File: config.mk
export PLATFORM = sky130hd
export DESIGN_NAME = midpoint_line_rasterizer_unit
export DESIGN_NICKNAME = d
export VERILOG_FILES = /design/src/mlr_pkg.sv /design/src/mlr_walker.sv /design/src/midpoint_line_rasterizer_unit.sv
export SDC_FILE = /design/constraint.sdc
export NUM_CORES = 1
export LEC_CHECK = 0
export BUFFER_PORTS_ARGS = -buffer_cell sky130_fd_sc_hd__buf_2
export CORE_ASPECT_RATIO = 1.25
export CORE_MARGIN = 1.5
export CORE_UTILIZATION = 40
export CTS_CLUSTER_SIZE = 28
export DETAILED_ROUTE_END_ITERATION = 7
export HOLD_SLACK_MARGIN = 0.05
export PLACE_DENSITY = 0.61
export SYNTH_ARGS = -nofsm -noshare
export SYNTH_HDL_FRONTEND = slang
export SYNTH_HIERARCHICAL = 1
export SYNTH_SLANG_ARGS = --single-unit
File: constraint.sdc
create_clock -name clock -period 9.4 [get_ports clock]
set_input_delay 1.41 -clock clock [delete_from_list [all_inputs] [get_ports clock]]
set_output_delay 1.41 -clock clock [all_outputs]
set_load 0.01 [all_outputs]
File: src/mlr_pkg.sv
// Shared types and codes for the midpoint line rasterizer.
// Beat structs for both channels, operation codes and line mode codes.
// No dependencies.
package mlr_pkg;

   localparam int FIELD_BITS = 12;

   localparam logic OP_LOAD = 1'b0;
   localparam logic OP_STEP = 1'b1;

   localparam logic [2:0] MODE_HORZ    = 3'd0;
   localparam logic [2:0] MODE_VERT    = 3'd1;
   localparam logic [2:0] MODE_XM_RISE = 3'd2;
   localparam logic [2:0] MODE_XM_FALL = 3'd3;
   localparam logic [2:0] MODE_YM_RISE = 3'd4;
   localparam logic [2:0] MODE_YM_FALL = 3'd5;

   typedef struct packed {
      logic                  operation;
      logic [FIELD_BITS-1:0] x_start;
      logic [FIELD_BITS-1:0] y_start;
      logic [FIELD_BITS-1:0] x_end;
      logic [FIELD_BITS-1:0] y_end;
   } req_type;

   typedef struct packed {
      logic [FIELD_BITS-1:0] pixel_x;
      logic [FIELD_BITS-1:0] pixel_y;
      logic                  pixel_valid;
      logic                  last_pixel;
   } rsp_type;

endpackage

File: src/mlr_walker.sv
// Line state and per-beat logic: segment setup on load, midpoint step on step.
// Depends on mlr_pkg for beat types, operation and mode codes.
module mlr_walker #(
   parameter int COORD_BITS = 12
) (
   input  logic             clock,
   input  logic             reset,
   input  logic             fire,
   input  mlr_pkg::req_type item,
   output mlr_pkg::rsp_type rsp,
   output logic             has_rsp
);

   localparam int CB = COORD_BITS;
   localparam int AW = COORD_BITS + 1;
   localparam int DW = COORD_BITS + 4;

   logic [CB-1:0]        cur_x_ff, cur_x_in, cur_y_ff, cur_y_in;
   logic [CB-1:0]        stop_x_ff, stop_x_in, stop_y_ff, stop_y_in;
   logic signed [DW-1:0] decision_ff, decision_in;
   logic signed [AW-1:0] coeff_a_ff, coeff_a_in, coeff_b_ff, coeff_b_in;
   logic [2:0]           mode_ff, mode_in;
   logic                 active_ff, active_in;

   logic [CB-1:0]        xs, ys, xe, ye, x1, y1, x2, y2;
   logic                 swap;
   logic signed [AW-1:0] ld_a, ld_b, ld_mag;
   logic signed [DW-1:0] ld_a_ext, ld_b_ext;
   logic signed [DW-1:0] a_ext, b_ext, a2, b2;
   logic [CB-1:0]        inc_x, inc_y, dec_y;
   logic                 y_major, last, dec_neg, dec_zero;

   always_comb begin
      xs   = CB'(item.x_start);
      ys   = CB'(item.y_start);
      xe   = CB'(item.x_end);
      ye   = CB'(item.y_end);
      swap = xs > xe;
      x1   = swap ? xe : xs;
      y1   = swap ? ye : ys;
      x2   = swap ? xs : xe;
      y2   = swap ? ys : ye;
      ld_a = $signed({1'b0, y1}) - $signed({1'b0, y2});
      ld_b = $signed({1'b0, x2}) - $signed({1'b0, x1});
      ld_mag   = ld_a[AW-1] ? -ld_a : ld_a;
      ld_a_ext = DW'(ld_a);
      ld_b_ext = DW'(ld_b);

      a_ext    = DW'(coeff_a_ff);
      b_ext    = DW'(coeff_b_ff);
      a2       = a_ext <<< 1;
      b2       = b_ext <<< 1;
      inc_x    = cur_x_ff + CB'(1);
      inc_y    = cur_y_ff + CB'(1);
      dec_y    = cur_y_ff - CB'(1);
      dec_neg  = decision_ff[DW-1];
      dec_zero = decision_ff == '0;

      y_major = (mode_ff == mlr_pkg::MODE_VERT) || (mode_ff == mlr_pkg::MODE_YM_RISE)
             || (mode_ff == mlr_pkg::MODE_YM_FALL);
      last = y_major ? (cur_y_ff == stop_y_ff) : (cur_x_ff == stop_x_ff);
      if (mode_ff > mlr_pkg::MODE_YM_FALL) last = 1'b1;
   end

   always_comb begin
      cur_x_in    = cur_x_ff;
      cur_y_in    = cur_y_ff;
      stop_x_in   = stop_x_ff;
      stop_y_in   = stop_y_ff;
      decision_in = decision_ff;
      coeff_a_in  = coeff_a_ff;
      coeff_b_in  = coeff_b_ff;
      mode_in     = mode_ff;
      active_in   = active_ff;

      has_rsp          = fire && (item.operation == mlr_pkg::OP_STEP);
      rsp.pixel_x      = '0;
      rsp.pixel_y      = '0;
      rsp.pixel_valid  = 1'b0;
      rsp.last_pixel   = 1'b0;

      if (fire && item.operation == mlr_pkg::OP_LOAD) begin
         coeff_a_in  = ld_a;
         coeff_b_in  = ld_b;
         cur_x_in    = x1;
         cur_y_in    = y1;
         stop_x_in   = x2;
         stop_y_in   = y2;
         decision_in = '0;
         active_in   = 1'b1;
         if (ld_a == '0) begin
            mode_in = mlr_pkg::MODE_HORZ;
         end else if (ld_b == '0) begin
            mode_in = mlr_pkg::MODE_VERT;
            if (y1 > y2) begin
               cur_y_in  = y2;
               stop_y_in = y1;
            end
         end else if (ld_mag <= ld_b) begin
            if (ld_a[AW-1]) begin
               mode_in     = mlr_pkg::MODE_XM_RISE;
               decision_in = (ld_a_ext <<< 1) + ld_b_ext;
            end else begin
               mode_in     = mlr_pkg::MODE_XM_FALL;
               decision_in = (ld_a_ext <<< 1) - ld_b_ext;
            end
         end else begin
            if (ld_a[AW-1]) begin
               mode_in     = mlr_pkg::MODE_YM_RISE;
               decision_in = ld_a_ext + (ld_b_ext <<< 1);
            end else begin
               mode_in     = mlr_pkg::MODE_YM_FALL;
               decision_in = ld_a_ext - (ld_b_ext <<< 1);
            end
         end
      end else if (has_rsp && active_ff) begin
         rsp.pixel_x     = mlr_pkg::FIELD_BITS'(cur_x_ff);
         rsp.pixel_y     = mlr_pkg::FIELD_BITS'(cur_y_ff);
         rsp.pixel_valid = 1'b1;
         rsp.last_pixel  = last;
         if (last) begin
            active_in = 1'b0;
         end else begin
            unique case (mode_ff)
               mlr_pkg::MODE_HORZ: cur_x_in = inc_x;
               mlr_pkg::MODE_VERT: cur_y_in = inc_y;
               mlr_pkg::MODE_XM_RISE: begin
                  cur_x_in = inc_x;
                  if (!dec_neg) begin
                     decision_in = decision_ff + a2;
                  end else begin
                     cur_y_in    = inc_y;
                     decision_in = decision_ff + a2 + b2;
                  end
               end
               mlr_pkg::MODE_XM_FALL: begin
                  cur_x_in = inc_x;
                  if (!dec_neg) begin
                     cur_y_in    = dec_y;
                     decision_in = decision_ff + a2 - b2;
                  end else begin
                     decision_in = decision_ff + a2;
                  end
               end
               mlr_pkg::MODE_YM_RISE: begin
                  cur_y_in = inc_y;
                  if (!dec_neg && !dec_zero) begin
                     cur_x_in    = inc_x;
                     decision_in = decision_ff + a2 + b2;
                  end else begin
                     decision_in = decision_ff + b2;
                  end
               end
               mlr_pkg::MODE_YM_FALL: begin
                  cur_y_in = dec_y;
                  if (!dec_neg && !dec_zero) begin
                     decision_in = decision_ff - b2;
                  end else begin
                     cur_x_in    = inc_x;
                     decision_in = decision_ff + a2 - b2;
                  end
               end
               default: active_in = 1'b0;
            endcase
         end
      end
   end

   always_ff @(posedge clock) begin
      if (reset) begin
         active_ff <= 1'b0;
         mode_ff   <= mlr_pkg::MODE_HORZ;
      end else begin
         active_ff <= active_in;
         mode_ff   <= mode_in;
      end
      cur_x_ff    <= cur_x_in;
      cur_y_ff    <= cur_y_in;
      stop_x_ff   <= stop_x_in;
      stop_y_ff   <= stop_y_in;
      decision_ff <= decision_in;
      coeff_a_ff  <= coeff_a_in;
      coeff_b_ff  <= coeff_b_in;
   end

endmodule

File: src/midpoint_line_rasterizer_unit.sv
// Top level of the midpoint line rasterizer: input beat register, line walker,
// result register. Depends on mlr_pkg and mlr_walker.
//
//   channel | direction | handshake         | payload
//   req     | in        | req_valid/stall   | mlr_pkg::req_type
//   rsp     | out       | rsp_valid/stall   | mlr_pkg::rsp_type
//
// One beat per clock unless the result stalls; a step result is registered.
// The rate is set by the combinational midpoint update of the walker state.
// Load beats give no result; a step beat gives exactly one.
// Reset clears the valid flags and the active line; no line is active after it.
// A stalled result holds in its register; input stalls only while that is full.
module midpoint_line_rasterizer_unit #(
   parameter int COORD_BITS = 12
) (
   input  logic             clock,
   input  logic             reset,
   input  logic             req_valid,
   output logic             req_stall,
   input  mlr_pkg::req_type req_data,
   output logic             rsp_valid,
   input  logic             rsp_stall,
   output mlr_pkg::rsp_type rsp_data
);

   mlr_pkg::req_type in_ff;
   logic             in_valid_ff;
   mlr_pkg::rsp_type rsp_ff, step_rsp;
   logic             rsp_valid_ff, rsp_valid_in;
   logic             out_free, fire, has_rsp;

   assign out_free  = !rsp_valid_ff || !rsp_stall;
   assign req_stall = in_valid_ff && !out_free;
   assign fire      = in_valid_ff && out_free;

   mlr_walker #(.COORD_BITS(COORD_BITS)) u_walker (
      .clock   (clock),
      .reset   (reset),
      .fire    (fire),
      .item    (in_ff),
      .rsp     (step_rsp),
      .has_rsp (has_rsp)
   );

   always_comb begin
      rsp_valid_in = rsp_valid_ff && rsp_stall;
      if (has_rsp) rsp_valid_in = 1'b1;
   end

   always_ff @(posedge clock) begin
      if (reset) begin
         in_valid_ff  <= 1'b0;
         rsp_valid_ff <= 1'b0;
      end else begin
         if (!req_stall) in_valid_ff <= req_valid;
         rsp_valid_ff <= rsp_valid_in;
      end
      if (!req_stall) in_ff <= req_data;
      if (has_rsp) rsp_ff <= step_rsp;
   end

   assign rsp_valid = rsp_valid_ff;
   assign rsp_data  = rsp_ff;

   a_load_no_rsp: assert property (@(posedge clock) disable iff (reset)
      fire && in_ff.operation == mlr_pkg::OP_LOAD |=> !rsp_valid_ff)
      else $error("load beat produced a result");

   a_step_rsp: assert property (@(posedge clock) disable iff (reset)
      fire && in_ff.operation == mlr_pkg::OP_STEP |=> rsp_valid_ff)
      else $error("step beat produced no result");

   a_last_valid: assert property (@(posedge clock) disable iff (reset)
      rsp_valid_ff && rsp_ff.last_pixel |-> rsp_ff.pixel_valid)
      else $error("last flag on an invalid pixel");

   a_idle_zero: assert property (@(posedge clock) disable iff (reset)
      rsp_valid_ff && !rsp_ff.pixel_valid |-> rsp_ff.pixel_x == '0 && rsp_ff.pixel_y == '0)
      else $error("invalid pixel carries coordinates");

   a_stall_held: assert property (@(posedge clock) disable iff (reset)
      req_stall |-> in_valid_ff && rsp_valid_ff)
      else $error("input stalled with nothing pending");

endmodule

==> results.py <==
metrics = {
    "clock_network": {
        "cts_setup_buffers": 0,
        "cts_max_level": 4,
        "cts.path.max_buffers": 2,
        "cts_tree": "yes",
        "clkTransAtPathRegs_ns": 0.08,
        "clk-insertion-delay-late_ns": 0.46,
        "root_buffer": "clkbuf_16",
        "ctsHoldBuffers": 0,
        "cts_resized": 0,
        "cts_buffers": 17,
        "cts_sinks": 171,
    },
    "synth": {
        "synthFlopType": "edfxtp_1",
        "synth_area_per_cell_um2": 8.98,
        "seq_area_frac_synth": 0.320,
        "yosysMostFrequentCell": "edfxtp_1",
        "synth_seq_cells": 171,
        "synthDominantCellAreaShare": 0.312,
        "yosys-top-cells-area": "edfxtp_1, ha_1, xnor2_1, a21oi_1, nor2_1",
        "ys_types": 98,
        "synth_area_um2": 15900,
        "synth_warnings": 6,
        "synth-edff-count": 165,
        "syn_inst": 1768,
        "synth_common_cells": "edfxtp_1, ha_1, a21oi_1, nor2_1, nand2_1",
        "async_flop_share": 0,
        "synthesis.nets": 1977,
        "yosys.area.top_type": "edfxtp_1",
    },
    "placed_design": {
        "portBuffers": 80,
        "dp_hpwl_mm": 36.9,
        "gp_congestion": 0.981,
    },
    "critical_path": {
        "worstSetupPathType": "reg2reg",
        "crit_slowest_cell": "mux2_2",
        "path_common_cell": "nand2_1",
        "critPathMaxFanout": 32,
        "worst_setup_path_end_kind": "register",
        "crit_path_max_incr_delay_ns": 0.62,
        "cp-start-kind": "register",
        "cp_data_required_time_ns": 9.59,
        "worstPathArrival_ns": 7.67,
    },
    "floorplanning": {
        "core_um2": 39100,
        "die_h_um": 226,
        "die_w_um": 181,
        "start_util": 0.406,
        "fp.dieArea_um2": 40900,
        "rows": 81,
        "ioPinCount": 81,
    },
    "drt": {
        "wirelength_met1_mm": 19.2,
        "vias": 13809,
        "drtIter0Drc": 1086,
        "dr_wl_met2_mm": 23.3,
        "wl_per_cell_um": 20.2,
        "via_per_inst": 5.94,
        "top_layer": "met4",
        "drtPass1Iterations": 7,
        "route.antenna.remaining_nets": 0,
        "dr_wl_met3_mm": 2.05,
        "drcViolationCount": 0,
        "wl_mm": 46.8,
    },
    "sta": {
        "hold_violations": 0,
        "tightest_slew_ns": 1.05,
        "fin_crit_ns": 7.48,
        "rsz0062_at_grt": "false",
        "setup_viol": 0,
        "finalMaxSlewViolations": 0,
        "finalCritPeriodShare": 0.796,
        "skew_ns": 0.0195,
        "max_slew_margin": 0.296,
        "max_clock_freq_mhz": 134,
        "final.setup.tns_ns": 0,
    },
    "finish": {
        "syn_to_final_growth_pct": 9.44,
        "nFillCells": 3804,
        "utilization": 0.444,
        "drive_gt1_frac": 0.106,
        "fin_nets": 2022,
        "n_antenna_cell": 0,
    },
    "global_route": {
        "grt_max_degree": 62,
        "gr-total-overflow": 0,
        "antenna_found_initial": 0,
        "grtUsageTotal": 0.228,
        "grt_pass1_vias": 13620,
        "grt_pass1_wl_mm": 72.4,
    },
    "power_and_ir_drop": {
        "p_leak_nw": 6.91,
        "ir_worst_vdd_uv": 111,
        "p_total_mw": 3.41,
        "power_density_nw_per_um2": 196,
    },
    "run_status": {
        "status": "finished, final reports clean",
    },
    "hold_path": {
        "holdCritPathClass": "reg2reg",
    },
    "run": {
        "maxCapViolations": 0,
    },
}
## power by group
group	switching, mW	total (mW)	internal (mW)	leakage, nW
combinational	1.04	1.73	0.693	4.97
sequential	0.0449	0.940	0.895	1.64
clock	0.352	0.741	0.389	0.302
## critical path: cells and delay by family (launching register included)
kind | cells | cell delay, ns
AOI/OAI and AO/OA | 15 | 3.04
xor gates and xnor gates | 1 | 0.14
adders and majority gates | 3 | 1.12
buffers and inverters | 3 | 0.67
DFF | 1 | 0.40
muxes | 2 | 0.92
and+or+nand+nor | 5 | 0.89
## cell type report
| class | count | area, um^2 | area share |
|---|---|---|---|
| sequential | 171 | 5070 | 0.292 |
| multi-input combinational | 1409 | 10100 | 0.579 |
| timing repair buffer | 98 | 536 | 0.0308 |
| tap | 498 | 623 | 0.0359 |
| clock inverter | 15 | 218 | 0.0125 |
| inverter | 116 | 437 | 0.0251 |
| clock buffer | 17 | 425 | 0.0245 |
## metrics by stage
| step | hold slack [ns] | worst slack [ns] | area, um^2 | instances |
|---|---|---|---|---|
| 5_1_grt | 0.505 | 1.39 | 17400 | 2324 |
| 6_report | 0.470 | 1.92 | 17400 | 2324 |
| 2_1_floorplan | 0.439 | 1.98 | 15900 | 1768 |
| 3_3_place_gp | 0.454 | 2.08 | 16700 | 2292 |
| 4_1_cts | 0.477 | 2.01 | 17400 | 2324 |
| 3_5_place_dp | 0.463 | 2.02 | 16700 | 2292 |
## final timing paths
path	startpoint	endpoint	slack, ns	cells after the start
worst min-delay path	u_walker/active_ff	u_walker/active_ff	0.47	2
worst max-delay path	in_ff[14]	u_walker/decision_ff[13]	1.92	29
worst max register to register	in_ff[14]	u_walker/decision_ff[13]	1.92	29
worst min register to register	u_walker/active_ff	u_walker/active_ff	0.47	2
## registers in the layout, summed over array words and instances, names as in the netlist
name	flops
u_walker/active_ff	1
u_walker/mode_ff	3
u_walker/cur_x_ff	12
u_walker/coeff_b_ff	13
rsp_data	26
u_walker/coeff_a_ff	13
u_walker/stop_y_ff	12
rsp_valid	1
in_valid_ff	1
u_walker/stop_x_ff	12
in_ff	49
u_walker/cur_y_ff	12
u_walker/decision_ff	16
## placed cells by master, fill, tap and decap left out, drive strengths merged, types with 11 or more instances in the layout
cell,instances
a21o,24
mux2,14
o22ai,17
xnor2,84
nor3,34
nor4,19
nand4,20
a211oi,25
o21ai,103
a21oi,137
a31oi,32
xor2,53
buf,98
o21a,14
inv,119
ha,147
edfxtp,165
and3,11
mux2i,18
clkbuf,17
o21bai,36
nor2b,36
nand2,129
a221oi,11
o41ai,11
nand2b,29
o211ai,20
nor2,137
nand3,59
and2,34
## cell families (layout without fill, tap and decap cells)
family,after synthesis,in the layout,share of synthesized area
buffers and inverters,188,246,0.0474
XOR/XNOR,137,137,0.0772
flip-flops,171,171,0.320
adder cells (fa/ha/maj),166,166,0.134
AND/OR/NAND/NOR,533,533,0.167
multiplexers,33,33,0.0236
AO/OA/AOI/OAI,540,540,0.232
## routing by layer
layer / GRT usage / up-vias
met5: 0 / -
met4: 0.128 / 0
met3: 0.0260 / 120
met2: 0.411 / 411
met1: 0.262 / 6622
li1: - / 6656
Note: power is estimated with default switching activity, not from simulation.
